File: src/sv/slpr_pkg.sv
package slpr_pkg;

  // Coordinate and datapath widths
  localparam int CoordW    = 24;
  localparam int DiffW     = CoordW + 2;             // col + offset - centre
  localparam int MagW      = DiffW - 1;              // |d| < 2^25
  localparam int SqW       = 2 * MagW;               // d^2
  localparam int R2W       = SqW + 1;                // dx^2 + dy^2
  localparam int VShift    = 10;
  localparam int VW        = R2W + 1 + VShift;       // (f^2 + r^2) << 10
  localparam int RootW     = VW / 2;                 // Q5 root
  localparam int RemRootW  = RootW + 3;
  localparam int FqShift   = 5;
  localparam int FqW       = CoordW + FqShift;       // f in Q5
  localparam int NumW      = 2 * MagW;               // numerator, split in two halves
  localparam int DenW      = R2W;
  localparam int ProdW     = 2 * MagW;
  localparam int NW        = MagW + NumW;            // |d| * numerator
  localparam int QW        = 28;                     // quotient bits incl. one guard bit
  localparam int HiW       = NW - QW + 1;
  localparam int RemDivW   = DenW + 1;
  localparam int BaseW     = CoordW + 1;
  localparam int SumW      = QW + 2;
  localparam int AddrW     = 3;

  localparam logic [CoordW-1:0] FocalReset = CoordW'(256000);

  typedef enum logic [AddrW-1:0] {
    REG_CENTRE_X  = 3'd0,
    REG_CENTRE_Y  = 3'd1,
    REG_OFFSET_X  = 3'd2,
    REG_OFFSET_Y  = 3'd3,
    REG_FOCAL     = 3'd4,
    REG_DIRECTION = 3'd5
  } slpr_reg_e;

  // Values that ride along the root chain
  typedef struct packed {
    logic [MagW-1:0] mag_x;
    logic [MagW-1:0] mag_y;
    logic            neg_x;
    logic            neg_y;
    logic [R2W-1:0]  r2;
  } slpr_pass_t;

  typedef struct packed {
    logic [VW-1:0]       v;
    logic [RemRootW-1:0] rem;
    logic [RootW-1:0]    root;
    slpr_pass_t          pass;
  } slpr_root_t;

  // One component of the long division
  typedef struct packed {
    logic [RemDivW-1:0] rem;
    logic [QW-1:0]      q;
    logic [QW-1:0]      low;
    logic               ovf;
    logic               zero;
    logic               minus;
  } slpr_lane_t;

  typedef struct packed {
    logic [DenW-1:0] den;
    slpr_lane_t      x;
    slpr_lane_t      y;
  } slpr_div_t;

endpackage

File: src/sv/slpr_div_cell.sv
module slpr_div_cell (
  input  logic               clk,
  input  logic               rst_n,
  input  logic               en,
  input  logic               vld_i,
  input  slpr_pkg::slpr_div_t d_i,
  output logic               vld_o,
  output slpr_pkg::slpr_div_t d_o
);
  import slpr_pkg::*;

  slpr_div_t d_nxt;

  // Bring down one dividend bit, subtract the divisor if it fits
  function automatic slpr_lane_t lane_step(slpr_lane_t l, logic [DenW-1:0] den);
    logic [RemDivW-1:0] rem_s;
    logic               ge;
    slpr_lane_t         r;
    rem_s   = {l.rem[RemDivW-2:0], l.low[QW-1]};
    ge      = rem_s >= {1'b0, den};
    r       = l;
    r.low   = {l.low[QW-2:0], 1'b0};
    r.rem   = ge ? rem_s - {1'b0, den} : rem_s;
    r.q     = {l.q[QW-2:0], ge};
    return r;
  endfunction

  always_comb begin
    d_nxt     = d_i;
    d_nxt.x   = lane_step(d_i.x, d_i.den);
    d_nxt.y   = lane_step(d_i.y, d_i.den);
  end

  always_ff @(posedge clk) begin
    if (!rst_n) begin
      vld_o <= 1'b0;
    end else if (en) begin
      vld_o <= vld_i;
    end
  end

  always_ff @(posedge clk) begin
    if (en) begin
      d_o <= d_nxt;
    end
  end

endmodule

File: config.mk
export PLATFORM = sky130hd
export DESIGN_NAME = slpr_div_cell
export DESIGN_NICKNAME = d
export VERILOG_FILES = /design/src/sv/slpr_pkg.sv /design/src/sv/slpr_div_cell.sv
export SDC_FILE = /design/constraint.sdc
export NUM_CORES = 1
export LEC_CHECK = 0
export BUFFER_PORTS_ARGS = -buffer_cell sky130_fd_sc_hd__buf_2
export CAP_MARGIN = 0
export CORE_AREA = 2 2 214 216
export DETAILED_ROUTE_END_ITERATION = 10
export DIE_AREA = 0 0 216 218
export PLACE_DENSITY = 0.59
export SYNTH_ARGS = -nofsm -noshare
export SYNTH_HDL_FRONTEND = slang
export SYNTH_SLANG_ARGS = --single-unit
File: constraint.sdc
create_clock -name clk -period 5.2 [get_ports clk]
set_input_delay 0.78 -clock clk [delete_from_list [all_inputs] [get_ports clk]]
set_output_delay 0.78 -clock clk [all_outputs]
set_load 0.05 [all_outputs]
==> out/results.tsv <==
metric	value	unit
outcome	complete, no violations	
Cell Chain, Critical Path	buf_2, inv_1, ha_1, a21oi_1, o21ai_0, or4_1, o21ai_1, o21ai_1, a311oi_2, o21ai_0, xor2_1, mux2_4	
final setup margin	1.46	ns
die height	218	um
total track usage	21.9	%
Final period util	72.0	%
synth unique cells	75	
Crit-path slowest cell	or4_1	
global route overflow	0	
Final Wtd Congestion	0.968	
CTS tree	done	
Initial DRC Count	960	
CORE AREA	44900	sq um
IO Pins	551	
Initial Utilization	35.0	%
routed len/inst	20.9	um
Async SR Flop Fraction	0	%
first-pass GRT wire length	77900	um
Top FF cell, synth	edfxtp_1	
pre-CTS setup slack	0.951	ns
Top Family by Delay on Critical Path	compound AO/OA/AOI/OAI gates	
RSZ-0062 raised after global routing	false	
row cnt	78	
initial antenna violation count	14	
vias in the first global route	12700	
final wirelength	54300	um
dpl cell area	19000	sq um
net count reported at finish	2349	
minimum clock period after layout	3.74	ns
vias per cell	5.20	
Clock Latency Late Sink	0.58	ns
Slew HR	47.1	%
Slew Limit Fails	0	
layout cells sized above 1	32.2	%
DRC	0	
Die X	216	um
TritonCTS Buffers	31	
worst path bufs/invs	2	
final hold vios	0	
Worst Hold Class	in2reg	
Worst setup EP type	flip-flop	
largest net degree at the start of global routing	98	
post-CTS sizing	0	
DRT Pass-1 Iters	5	
via count	13500	
antenna-violating nets left	0	
Crit Path Class	in2reg	
Layout fillers	4343	
Leak	8.84	nW
Final Cell Area	20000	sq um
Max IR drop VDD	0.000245	V
Area Overhead vs Synth	27.4	%
total power	7.31	mW
Clk pin slew, worst setup/hold paths	0.06	ns
die area	47100	sq um
clock sink count	272	
postcts setup bufs	0	
Mapped Avg Cell Area	10.9	sq um
achievable frequency	267	MHz
final core utilization	44.6	%
Critical Path Fanout Max	5	
post-synthesis instance area	15700	sq um
delay of the slowest critical-path stage	0.48	ns
setup TNS	0	ns
CTS Hold Buffers Added	0	
Max-cap violations	0	
Cell Pwr Density	365	nW/um^2
final setup fails	0	
number of cells produced by synthesis	1443	
YS warnings	0	
Max clock buf depth	3	
crit start category	input pin	
sequential element share of the synthesized area	51.9	%
IO buf count	544	
worst slew pin tran	0.794	ns
H-tree depth	1	
worst setup skew after layout	0	ns
post-synthesis register bit count	272	
post-detail-place hpwl	44600	um
WP data arrival	4.08	ns
EDFF count, synth	271	
Required @ worst endpoint	5.54	ns
CTS root buf	clkbuf_16	
[final cells by class]
type | instances | area [sq um] | area share, %
inverter | 82 | 308 | 1.54
multi-input combinational | 1027 | 6930 | 34.6
sequential | 272 | 8160 | 40.8
clock inverter | 17 | 195 | 0.976
antenna | 8 | 20.0 | 0.100
tap | 600 | 751 | 3.75
timing repair buffer | 554 | 2850 | 14.2
clock buffer | 37 | 798 | 3.99
[worst reg2reg max path: cells and delay by family (launching register included)]
family | cells | cell delay, ns
simple gates | 1 | 0.06
flops | 1 | 0.31
mux | 1 | 0.12
[cell usage after synthesis, types with 4 or more instances]
| cell | n | area share (%) |
|---|---|---|
| edfxtp_1 | 271 | 52 |
| nor2b_1 | 14 | 0.56 |
| nor4_1 | 4 | 0.16 |
| o22ai_1 | 4 | 0.16 |
| o21ai_0 | 59 | 1.9 |
| or2_2 | 7 | 0.28 |
| o211ai_1 | 7 | 0.33 |
| mux2_4 | 18 | 1.7 |
| nand4_1 | 39 | 1.6 |
| buf_2 | 10 | 0.32 |
| and2_1 | 5 | 0.20 |
| o31ai_1 | 5 | 0.24 |
| inv_1 | 82 | 2.0 |
| a21o_1 | 60 | 2.9 |
| xor2_1 | 31 | 1.7 |
| nand2b_1 | 14 | 0.56 |
| a211oi_1 | 10 | 0.48 |
| or3_1 | 8 | 0.32 |
| o21bai_1 | 22 | 1.1 |
| clkbuf_1 | 38 | 0.91 |
| and3_1 | 8 | 0.32 |
| a21oi_1 | 195 | 6.2 |
| buf_6 | 9 | 0.65 |
| mux2i_1 | 5 | 0.32 |
| o2111ai_1 | 4 | 0.22 |
| a31oi_1 | 11 | 0.44 |
| o21a_1 | 11 | 0.53 |
| nor3_1 | 24 | 0.76 |
| o21ai_1 | 7 | 0.22 |
| ha_1 | 102 | 8.1 |
| nand3_1 | 9 | 0.29 |
| nand2_1 | 83 | 2.0 |
| nor2_1 | 134 | 3.2 |
| and4_1 | 5 | 0.28 |
| xnor2_1 | 58 | 3.2 |
[logic make-up after synthesis]
logic type / after synthesis / share of synthesized area, %
adder cells (fa/ha/maj): 104 / 8.38
buffers and inverters: 145 / 4.03
AO/OA/AOI/OAI: 442 / 17.5
XOR/XNOR: 89 / 4.96
AND/OR/NAND/NOR: 367 / 11.1
multiplexers: 23 / 2.04
other: 1 / 0.0239
flip-flops: 272 / 51.9
[sequential cells by signal (all words and copies together) (netlist names)]
name   count
d_o      271
vld_o      1
[stage by stage]
| stage | std cells | hold WS, ns |
|---|---|---|
| floorplan | 1444 | 0.743 |
| global placement | 2535 | 0.495 |
| detailed placement | 2535 | 0.520 |
| CTS | 2589 | 0.329 |
| global route | 2597 | 0.336 |
| finish | 2597 | 0.368 |
[routing by layer]
metal	vias up	global-route usage [%]	routed length, um
li1	6440	-	-
met1	6387	27.8	22200
met2	562	36.5	26100
met3	101	4.35	3910
met5	-	0	60
met4	10	8.95	2050
[cell usage in the layout (no fill, tap or decap), types with 8 or more instances in the layout]
| master | instances |
|---|---|
| buf_2 | 543 |
| edfxtp_1 | 271 |
| a21oi_1 | 195 |
| nor2_1 | 134 |
| ha_1 | 102 |
| nand2_1 | 83 |
| inv_1 | 82 |
| a21o_1 | 60 |
| o21ai_0 | 59 |
| xnor2_1 | 58 |
| nand4_1 | 39 |
| xor2_1 | 31 |
| clkbuf_16 | 31 |
| nor3_1 | 24 |
| o21bai_1 | 22 |
| mux2_4 | 18 |
| nor2b_1 | 14 |
| nand2b_1 | 14 |
| a31oi_1 | 11 |
| o21a_1 | 11 |
| a211oi_1 | 10 |
| nand3_1 | 9 |
| diode_2 | 8 |
| or3_1 | 8 |
| and3_1 | 8 |
[final timing paths]
path                                from       end  slack [ns]  depth (start not counted)
worst min register to register     vld_o     vld_o        0.54                          2
worst max register to register     vld_o     vld_o        4.60                          2
worst max-delay path            d_i[232]  d_o[106]        1.46                         12
worst min-delay path             d_i[47]   d_o[48]        0.37                          1
[power by group]
group	internal (mW)	switching, mW
logic	0.678	1.70
registers	2.71	0.0614
clock network	1.28	0.870
total	4.68	2.63
No activity file was read; power rests on OpenSTA's default activity.
