## src/sv/slpr_pkg.sv

```systemverilog
package slpr_pkg;

  // Coordinate and datapath widths
  localparam int CoordW    = 24;
  localparam int DiffW     = CoordW + 2;             // col + offset - centre
  localparam int MagW      = DiffW - 1;              // |d| < 2^25
  localparam int SqW       = 2 * MagW;               // d^2
  localparam int R2W       = SqW + 1;                // dx^2 + dy^2
  localparam int VShift    = 10;
  localparam int VW        = R2W + 1 + VShift;       // (f^2 + r^2) << 10
  localparam int RootW     = VW / 2;                 // Q5 root
  localparam int RemRootW  = RootW + 3;
  localparam int FqShift   = 5;
  localparam int FqW       = CoordW + FqShift;       // f in Q5
  localparam int NumW      = 2 * MagW;               // numerator, split in two halves
  localparam int DenW      = R2W;
  localparam int ProdW     = 2 * MagW;
  localparam int NW        = MagW + NumW;            // |d| * numerator
  localparam int QW        = 28;                     // quotient bits incl. one guard bit
  localparam int HiW       = NW - QW + 1;
  localparam int RemDivW   = DenW + 1;
  localparam int BaseW     = CoordW + 1;
  localparam int SumW      = QW + 2;
  localparam int AddrW     = 3;

  localparam logic [CoordW-1:0] FocalReset = CoordW'(256000);

  typedef enum logic [AddrW-1:0] {
    REG_CENTRE_X  = 3'd0,
    REG_CENTRE_Y  = 3'd1,
    REG_OFFSET_X  = 3'd2,
    REG_OFFSET_Y  = 3'd3,
    REG_FOCAL     = 3'd4,
    REG_DIRECTION = 3'd5
  } slpr_reg_e;

  // Values that ride along the root chain
  typedef struct packed {
    logic [MagW-1:0] mag_x;
    logic [MagW-1:0] mag_y;
    logic            neg_x;
    logic            neg_y;
    logic [R2W-1:0]  r2;
  } slpr_pass_t;

  typedef struct packed {
    logic [VW-1:0]       v;
    logic [RemRootW-1:0] rem;
    logic [RootW-1:0]    root;
    slpr_pass_t          pass;
  } slpr_root_t;

  // One component of the long division
  typedef struct packed {
    logic [RemDivW-1:0] rem;
    logic [QW-1:0]      q;
    logic [QW-1:0]      low;
    logic               ovf;
    logic               zero;
    logic               minus;
  } slpr_lane_t;

  typedef struct packed {
    logic [DenW-1:0] den;
    slpr_lane_t      x;
    slpr_lane_t      y;
  } slpr_div_t;

endpackage

```

## src/sv/slpr_root_cell.sv

```systemverilog
module slpr_root_cell (
  input  logic                clk,
  input  logic                rst_n,
  input  logic                en,
  input  logic                vld_i,
  input  slpr_pkg::slpr_root_t d_i,
  output logic                vld_o,
  output slpr_pkg::slpr_root_t d_o
);
  import slpr_pkg::*;

  logic [RemRootW-1:0] rem_s;
  logic [RemRootW-1:0] trial;
  slpr_root_t          d_nxt;

  // One root bit per cell: bring down two radicand bits, try 4r+1
  always_comb begin
    rem_s = {d_i.rem[RemRootW-3:0], d_i.v[VW-1 -: 2]};
    trial = {1'b0, d_i.root, 2'b01};
    d_nxt = d_i;
    d_nxt.v = {d_i.v[VW-3:0], 2'b00};
    if (rem_s >= trial) begin
      d_nxt.rem  = rem_s - trial;
      d_nxt.root = {d_i.root[RootW-2:0], 1'b1};
    end else begin
      d_nxt.rem  = rem_s;
      d_nxt.root = {d_i.root[RootW-2:0], 1'b0};
    end
  end

  always_ff @(posedge clk) begin
    if (!rst_n) begin
      vld_o <= 1'b0;
    end else if (en) begin
      vld_o <= vld_i;
    end
  end

  always_ff @(posedge clk) begin
    if (en) begin
      d_o <= d_nxt;
    end
  end

endmodule

```

## config.mk

```make
export PLATFORM = sky130hd
export DESIGN_NAME = slpr_root_cell
export DESIGN_NICKNAME = d
export VERILOG_FILES = /design/src/sv/slpr_pkg.sv /design/src/sv/slpr_root_cell.sv
export SDC_FILE = /design/constraint.sdc
export NUM_CORES = 1
export LEC_CHECK = 0
export BUFFER_PORTS_ARGS = -buffer_cell sky130_fd_sc_hd__clkbuf_2
export CORE_AREA = 2 2 183 185
export DETAILED_ROUTE_END_ITERATION = 8
export DIE_AREA = 0 0 185 187
export PLACE_DENSITY = 0.59
export SYNTH_ARGS = -nofsm -noshare
export SYNTH_HDL_FRONTEND = slang
export SYNTH_SLANG_ARGS = --single-unit
```

## constraint.sdc

```tcl
create_clock -name clk -period 7.45 [get_ports clk]
set_input_delay 0.3725 -clock clk [delete_from_list [all_inputs] [get_ports clk]]
set_output_delay 0.3725 -clock clk [all_outputs]
set_load 0.01 [all_outputs]
```

==> impl_metrics.csv, run 1 <==
group,metric,value,unit
outcome,run_status,"finished clean",
grt,antenna_found_initial,4,
grt,grt_pass1_vias,7780,
logic_synthesis,syn-mean-instance-area,15.22,µm²
cts,postCtsSetupRepairBufs,0,
place,place_congestion,0.8552,
critical_path,end_kind,"register",
place,hpwl,24080,µm
cts,cts_made_buffers,27,
power,p_leak,6.476,nW
floorplan,dieArea,0.03460,mm²
worst_hold_path,hp-class,"input pin to register",
critical_path,critical_path.startpoint_type,"input pin",
sta,post-route-period-util,0.4275,
cts,htreeDepth,1,
cts,path_clk_slew,0.06,ns
logic_synthesis,synth_top_area_share,0.7377,
cts,cts_tree,"done",
final_layout,nFillCells,3040,
logic_synthesis,yosysUniqueCellTypes,59,
logic_synthesis,ys.flop_type,"edfxtp_1",
final_layout,fin_nets,1517,
sta,rsz0062_at_grt,"no",
logic_synthesis,yosysMostFrequentCell,"edfxtp_1",
critical_path,critPathSlowestCell,"dlygate4sd3_1",
final_layout,final_area,0.01462,mm²
sta,relSlewSlack,0.4554,
route,drt_iter0_drc,428,
cts,clkLatencyLatePin,0.54,ns
sta,setup_viol,0,
floorplan,fp.dieW,185,µm
place,dpl_cell_area,0.01210,mm²
logic_synthesis,synth_top_area_cell,"edfxtp_1",
floorplan,start_util,0.2824,
power,vdd_drop_max,0.0001417,V
logic_synthesis,ys_ff_latch,229,
grt,grt_max_degree,146,
floorplan,boundaryPins,465,
critical_path,r2r_cells,2,
critical_path,critical-path-max-stage-delay,0.54,ns
cts,cts_resized,0,
sta,worst_pin_slew,0.8170,ns
worst_hold_path,holdPathStages,1,
floorplan,rows,67,
logic_synthesis,synthCells,610,
logic_synthesis,ys_seq_area_frac,0.7398,
grt,overflow,0,
logic_synthesis,yosysWarnings,0,
sta,holdWs,0.02891,ns
logic_synthesis,synth_edf_count,228,
route,firstDrtPassIters,4,
final_layout,drive_gt1_frac,0.4079,
critical_path,path_class,"input pin to register",
sta,hold_viol_final,0,
critical_path,critPathRequiredTime,7.74,ns
critical_path,arrival,3.48,ns
route,drt_drc_violations_left,0,
sta,fin_worst_skew,0,ns
critical_path,worstPathMaxFanout,36,
sta,clock.fmax,0.3140,GHz
logic_synthesis,netlist_area,0.009281,mm²
power,switching_power,0.9268,mW
floorplan,design.core.area,0.03286,mm²
floorplan,die_y,187,µm
route,avgRoutedWirePerCell,19.71,µm
route,vias_per_cell,4.436,
grt,gr-usage-all-layers,0.1879,
logic_synthesis,synth_common_cells,"228 x edfxtp_1, 42 x inv_1, 42 x nor2_1, 40 x nand2_1, 39 x a21oi_1",
route,wl,33920,µm
cts,hold_buffers,163,
sta,fin_crit,3.185,ns
grt,grt_pass1_wl,47970,µm
critical_path,crit_chain,"dlygate4sd3_1, clkbuf_2, inv_1, ha_1, nand4_1, a211oi_1, o31ai_2, a21oi_2, o211a_4, o21ai_4, inv_2, mux2i_1, nor2_1",
cts,clock-sinks,229,
place,portBuffers,460,
cts,cts_buffer_depth,3,
cts,clockRootBuffer,"clkbuf_16",
power,p_seq_frac,0.453,
logic_synthesis,async_reset_ff_frac,0,
final_layout,fin_util,0.4448,
sta,drv_slew,0,
power,comb_power_share,0.172,
power,p_int,2.591,mW
route,vias,7634,
logic_synthesis,synth.area.top_cells,"edfxtp_1 74%, ha_1 4.4%, a21oi_1 2.1%",
sta,setup_tns,0,ns
job,max_cap_viol_count,0,
power,p_clk_frac,0.375,
power,swShare,0.2634,
power,power.density,240.7,mW/mm²
route,ant_nets,0,
final_layout,area_delta_synth_final,57.50,%
[worst paths after layout]
path | from | to | slack (ns)
worst max-delay path | d_i[111] | d_o[162]$_DFFE_PP_ | 4.27
worst min-delay path | d_i[74] | d_o[74]$_DFFE_PP_ | 0.03
worst max register to register | vld_o$_SDFFE_PN0P_ | vld_o$_SDFFE_PN0P_ | 6.84
worst min register to register | vld_o$_SDFFE_PN0P_ | vld_o$_SDFFE_PN0P_ | 0.54
[flip-flops by register name, summed over array words and instances (netlist names)]
| name | count |
|---|---|
| d_o | 228 |
| vld_o | 1 |
[final cells by class]
cell class              count  area, µm²  share of cell area
inverters                  43      161.4             0.01104
repair buffers            625       3971              0.2717
diodes                      3      7.507           0.0005136
clock inverters            20      193.9             0.01327
well taps                 448      560.5             0.03835
multi-input cells         324       2173              0.1487
flip-flops and latches    229       6867              0.4697
clock buffers              29      683.2             0.04673
[power groups by stage]
stage / combinational (mW) / clock, mW / sequential [mW]
global placement: 0.528 / 0 / 1.62
CTS: 0.609 / 1.36 / 1.59
floorplan: 0.189 / 0 / 1.68
finish: 0.606 / 1.32 / 1.59
detailed placement: 0.532 / 0 / 1.62
global route: 0.658 / 1.40 / 1.61
[critical path: cells and delay by family]
| kind | cells | cell delay [ns] |
|---|---|---|
| and+or+nand+nor | 2 | 0.20 |
| AOI/OAI and AO/OA | 5 | 1.03 |
| buffers and inverters | 4 | 1.21 |
| adders and majority gates | 1 | 0.40 |
| muxes | 1 | 0.25 |
[cell families after synthesis]
group / count (synthesis) / share of synthesized area
AOI/OAI and AO/OA: 132 / 0.09828
other: 1 / 0.0004040
muxes: 4 / 0.004853
buffers and inverters: 58 / 0.02642
and+or+nand+nor: 131 / 0.06498
adders and majority gates: 33 / 0.04449
xor gates and xnor gates: 22 / 0.02076
DFF: 229 / 0.7398
[routing by layer]
| metal | vias up | share of wire | routed length, µm | global-route usage |
|---|---|---|---|---|
| met2 | 334 | 0.48 | 16260 | 0.3196 |
| li1 | 3593 | - | - | - |
| met1 | 3646 | 0.40 | 13560 | 0.2238 |
| met4 | 2 | 0.039 | 1306 | 0.07814 |
| met5 | - | 0.00027 | 9 | 0 |
| met3 | 59 | 0.082 | 2788 | 0.04984 |
[layout by cell type, fill, tap and decap left out, types with 3 or more instances in the layout]
cell type / n
nand3_1: 11
o31ai_1: 8
nor2b_1: 3
or3_1: 6
clkbuf_2: 459
edfxtp_1: 228
xnor2_1: 7
xor2_1: 15
nor3_1: 8
a211oi_1: 5
inv_6: 3
bufinv_16: 3
dlygate4sd3_1: 163
clkinv_1: 6
diode_2: 3
and3_1: 4
inv_1: 42
mux2i_1: 3
o211ai_1: 5
nand2_1: 40
a21o_1: 16
a21oi_1: 39
a31oi_1: 4
nand4_1: 5
ha_1: 33
and4_1: 3
o21a_1: 6
nand2b_1: 4
nor2_1: 42
o21ai_0: 21
clkinvlp_4: 3
clkbuf_16: 27
clkinv_2: 3
[through the flow]
step | instances | setup slack (ns) | power (mW)
finish | 1721 | 4.265 | 3.518
global route | 1719 | 4.013 | 3.660
CTS | 1718 | 4.254 | 3.562
detailed placement | 1506 | 4.150 | 2.150
global placement | 1506 | 4.179 | 2.144
floorplan | 611 | 4.789 | 1.870
No activity file was read; power rests on OpenSTA's default activity.
==> run 2, diff against run 1 <==
--- a/config.mk
+++ b/config.mk
@@ -5,11 +5,12 @@
 export SDC_FILE = /design/constraint.sdc
 export NUM_CORES = 1
 export LEC_CHECK = 0
+export ABC_AREA = 1
 export BUFFER_PORTS_ARGS = -buffer_cell sky130_fd_sc_hd__clkbuf_2
-export CORE_AREA = 2 2 183 185
+export CORE_AREA = 2 2 178 180
 export DETAILED_ROUTE_END_ITERATION = 8
-export DIE_AREA = 0 0 185 187
-export PLACE_DENSITY = 0.59
+export DIE_AREA = 0 0 180 182
+export PLACE_DENSITY = 0.64
 export SYNTH_ARGS = -nofsm -noshare
 export SYNTH_HDL_FRONTEND = slang
 export SYNTH_SLANG_ARGS = --single-unit
==> constraint.sdc (replaced) <==
create_clock -name clk -period 3.05 [get_ports clk]
set_input_delay 0.1525 -clock clk [delete_from_list [all_inputs] [get_ports clk]]
set_output_delay 0.1525 -clock clk [all_outputs]
set_load 0.01 [all_outputs]
==> run 2 against run 1 <==
Effect of this change: clock power is 130% higher; synthesized cell count up 47%; largest power group unchanged; sequential cell count did not move; utilization increased by 6.9 points; setup slack worse by 3.7 ns.
==> impl_metrics.csv, run 2 <==
group,metric,value,unit
final_layout,largestRegisters,"d_o: 228 flops, vld_o: 1 flops",
final_layout,layout_commonest_cell,"clkbuf_2",
cts,cts_buffer_depth,3,
grt,grt_pass1_wl,56970,µm
cts,hold_buffers,226,
floorplan,die_y,182,µm
worst_hold_path,holdPathStages,3,
outcome,run_status,"finished clean",
logic_synthesis,yosysUniqueCellTypes,32,
critical_path,worst-r2r-setup-slack,1.84,ns
place,hpwl,29090,µm
sta,worst_pin_slew,0.8062,ns
critical_path,critPathTopFamily,"simple AND/OR/NAND/NOR gates",
floorplan,boundaryPins,465,
grt,grt_pass1_vias,9320,
logic_synthesis,synth_top_area_share,0.6807,
sta,postLayoutSetupSlackWorst,0.5353,ns
final_layout,final_area,0.01592,mm²
critical_path,arrival,2.89,ns
logic_synthesis,synth_top_area_cell,"edfxtp_1",
logic_synthesis,synthCells,895,
logic_synthesis,synth_edf_count,228,
critical_path,rr_startpoint,"vld_o$_SDFFE_PN0P_",
sta,rsz0062_at_grt,"no",
cts,postCtsSetupRepairBufs,0,
floorplan,dieArea,0.03276,mm²
critical_path,critical_path.startpoint_type,"input pin",
critical_path,r2r_cells,3,
sta,drv_slew,0,
route,firstDrtPassIters,5,
logic_synthesis,ys_ff_latch,229,
sta,relSlewSlack,0.4625,
logic_synthesis,ys_seq_area_frac,0.6827,
grt,overflow,0,
sta,setup_tns,0,ns
place,dpl_cell_area,0.01286,mm²
route,drt_iter0_drc,651,
floorplan,design.core.area,0.03099,mm²
place,place_congestion,0.8940,
cts,clockRootBuffer,"clkbuf_16",
route,avgRoutedWirePerCell,19.47,µm
logic_synthesis,yosysMostFrequentCell,"nand2_1",
power,power.density,533.6,mW/mm²
cts,clkLatencyLatePin,0.52,ns
logic_synthesis,syn-mean-instance-area,11.24,µm²
logic_synthesis,yosysWarnings,0,
sta,fin_worst_skew,0,ns
sta,clock.fmax,0.3977,GHz
cts,htreeDepth,1,
final_layout,drive_gt1_frac,0.3243,
logic_synthesis,synth_common_cells,"298 x nand2_1, 228 x edfxtp_1, 138 x inv_1, 50 x nor2_1",
logic_synthesis,synth.area.top_cells,"edfxtp_1 68%, nand2_1 11%, inv_1 5.1%",
grt,grt_max_degree,103,
cts,cts_made_buffers,25,
critical_path,critPathRequiredTime,3.43,ns
cts,cts_tree,"done",
floorplan,rows,65,
route,vias,9169,
logic_synthesis,ys.flop_type,"edfxtp_1",
place,portBuffers,460,
cts,path_clk_slew,0.06,ns
final_layout,top_register,"d_o",
critical_path,crit_chain,"dlygate4sd3_1, clkbuf_2, inv_1, ha_1, nand2_2, nor2_1, nand2_1, nor2_2, nand3_1, nand3b_1, nor2_1, nand2_4, nand3_1, nand2_1",
route,ant_nets,0,
worst_hold_path,worstHoldStart,"d_i[150]",
cts,cts_resized,0,
power,vdd_drop_max,0.0003433,V
sta,post-route-period-util,0.8245,
power,p_leak,7.644,nW
grt,antenna_found_initial,6,
critical_path,r2r_end,"vld_o$_SDFFE_PN0P_",
final_layout,fin_nets,1874,
final_layout,layout_common_cells,"459 x clkbuf_2, 298 x nand2_1, 228 x edfxtp_1",
sta,hold_viol_final,0,
cts,clock-sinks,229,
worst_hold_path,hold_end,"d_o[152]$_DFFE_PP_",
final_layout,nFillCells,2750,
route,vias_per_cell,4.512,
sta,setup_viol,0,
job,max_cap_viol_count,0,
critical_path,cp_num_buf_inv,3,
floorplan,start_util,0.3246,
power,total_power,8.497,mW
route,wl,39560,µm
critical_path,path_class,"input pin to register",
place,pre_cts_ws,0.5760,ns
logic_synthesis,netlist_area,0.01006,mm²
grt,gr-usage-all-layers,0.2316,
final_layout,largest_reg_flops,228,
critical_path,critical-path-max-stage-delay,0.57,ns
critical_path,worstPathMaxFanout,35,
critical_path,end_kind,"register",
worst_hold_path,hp-class,"input pin to register",
floorplan,fp.dieW,180,µm
route,drt_drc_violations_left,0,
critical_path,critPathSlowestCell,"dlygate4sd3_1",
sta,fin_crit,2.515,ns
logic_synthesis,async_reset_ff_frac,0,
final_layout,area_delta_synth_final,58.32,%
-- run 2: worst max path at each step --
stage | from | slack, ns | cells past startpoint | to
after CTS | d_i[120] | 0.51 | 14 | d_o[153]$_DFFE_PP_
after global routing | d_i[120] | 0.38 | 14 | d_o[153]$_DFFE_PP_
after floorplan | d_i[125] | 1.27 | 13 | d_o[156]$_DFFE_PP_
after global placement | d_i[126] | 0.59 | 13 | d_o[153]$_DFFE_PP_
after detailed placement | d_i[126] | 0.58 | 13 | d_o[153]$_DFFE_PP_
final | d_i[120] | 0.54 | 14 | d_o[153]$_DFFE_PP_
-- run 2: cells by family (layout without fill, tap and decap cells) --
family          count (synthesis)  in the layout  share of synthesized area
xor+xnor                       16             16                    0.01393
simple gates                  427            427                     0.1784
flops                         229            229                     0.6827
compound gates                 42             42                    0.02351
fa+ha+maj                      33             33                    0.04105
buf+inv                       147            876                    0.06008
other cells                     1              7                  0.0003728
-- run 2: cell type report --
cell class / instances / area, µm² / area share
sequential: 229 / 6867 / 0.4312
timing repair buffer: 692 / 4644 / 0.2917
multi-input combinational: 520 / 2591 / 0.1627
clock buffer: 29 / 640.6 / 0.04023
inverter: 139 / 521.8 / 0.03277
tap: 402 / 503.0 / 0.03159
clock inverter: 16 / 143.9 / 0.009036
antenna: 5 / 12.51 / 0.0007857
-- run 2: through the flow --
step	instances	util	hold slack, ns
CTS	2027	0.5135	0.002325
detailed placement	1756	0.4152	0.3311
global route	2027	0.5135	0.01662
finish	2032	0.5139	0.02628
global placement	1756	0.4152	0.3305
floorplan	896	-	0.2460
-- run 2: metal layers --
layer | global-route usage | up-vias | routed length, µm
li1 | - | 4386 | -
met1 | 0.2788 | 4289 | 15800
met2 | 0.4026 | 404 | 19380
met3 | 0.05475 | 82 | 2748
met4 | 0.08780 | 8 | 1572
met5 | 0 | - | 54
-- run 2: where the power goes --
part	internal (mW)	total, mW	switching, mW
registers	3.80	3.89	0.0906
clock network	1.68	2.97	1.29
logic	0.691	1.64	0.952
total	6.17	8.50	2.33
-- run 2: worst reg2reg max path: stages, from the launching register on --
cell,delay (ns)
dfxtp_1,0.31
o21ai_0,0.16
a21oi_1,0.06
dlygate4sd3_1,0.57
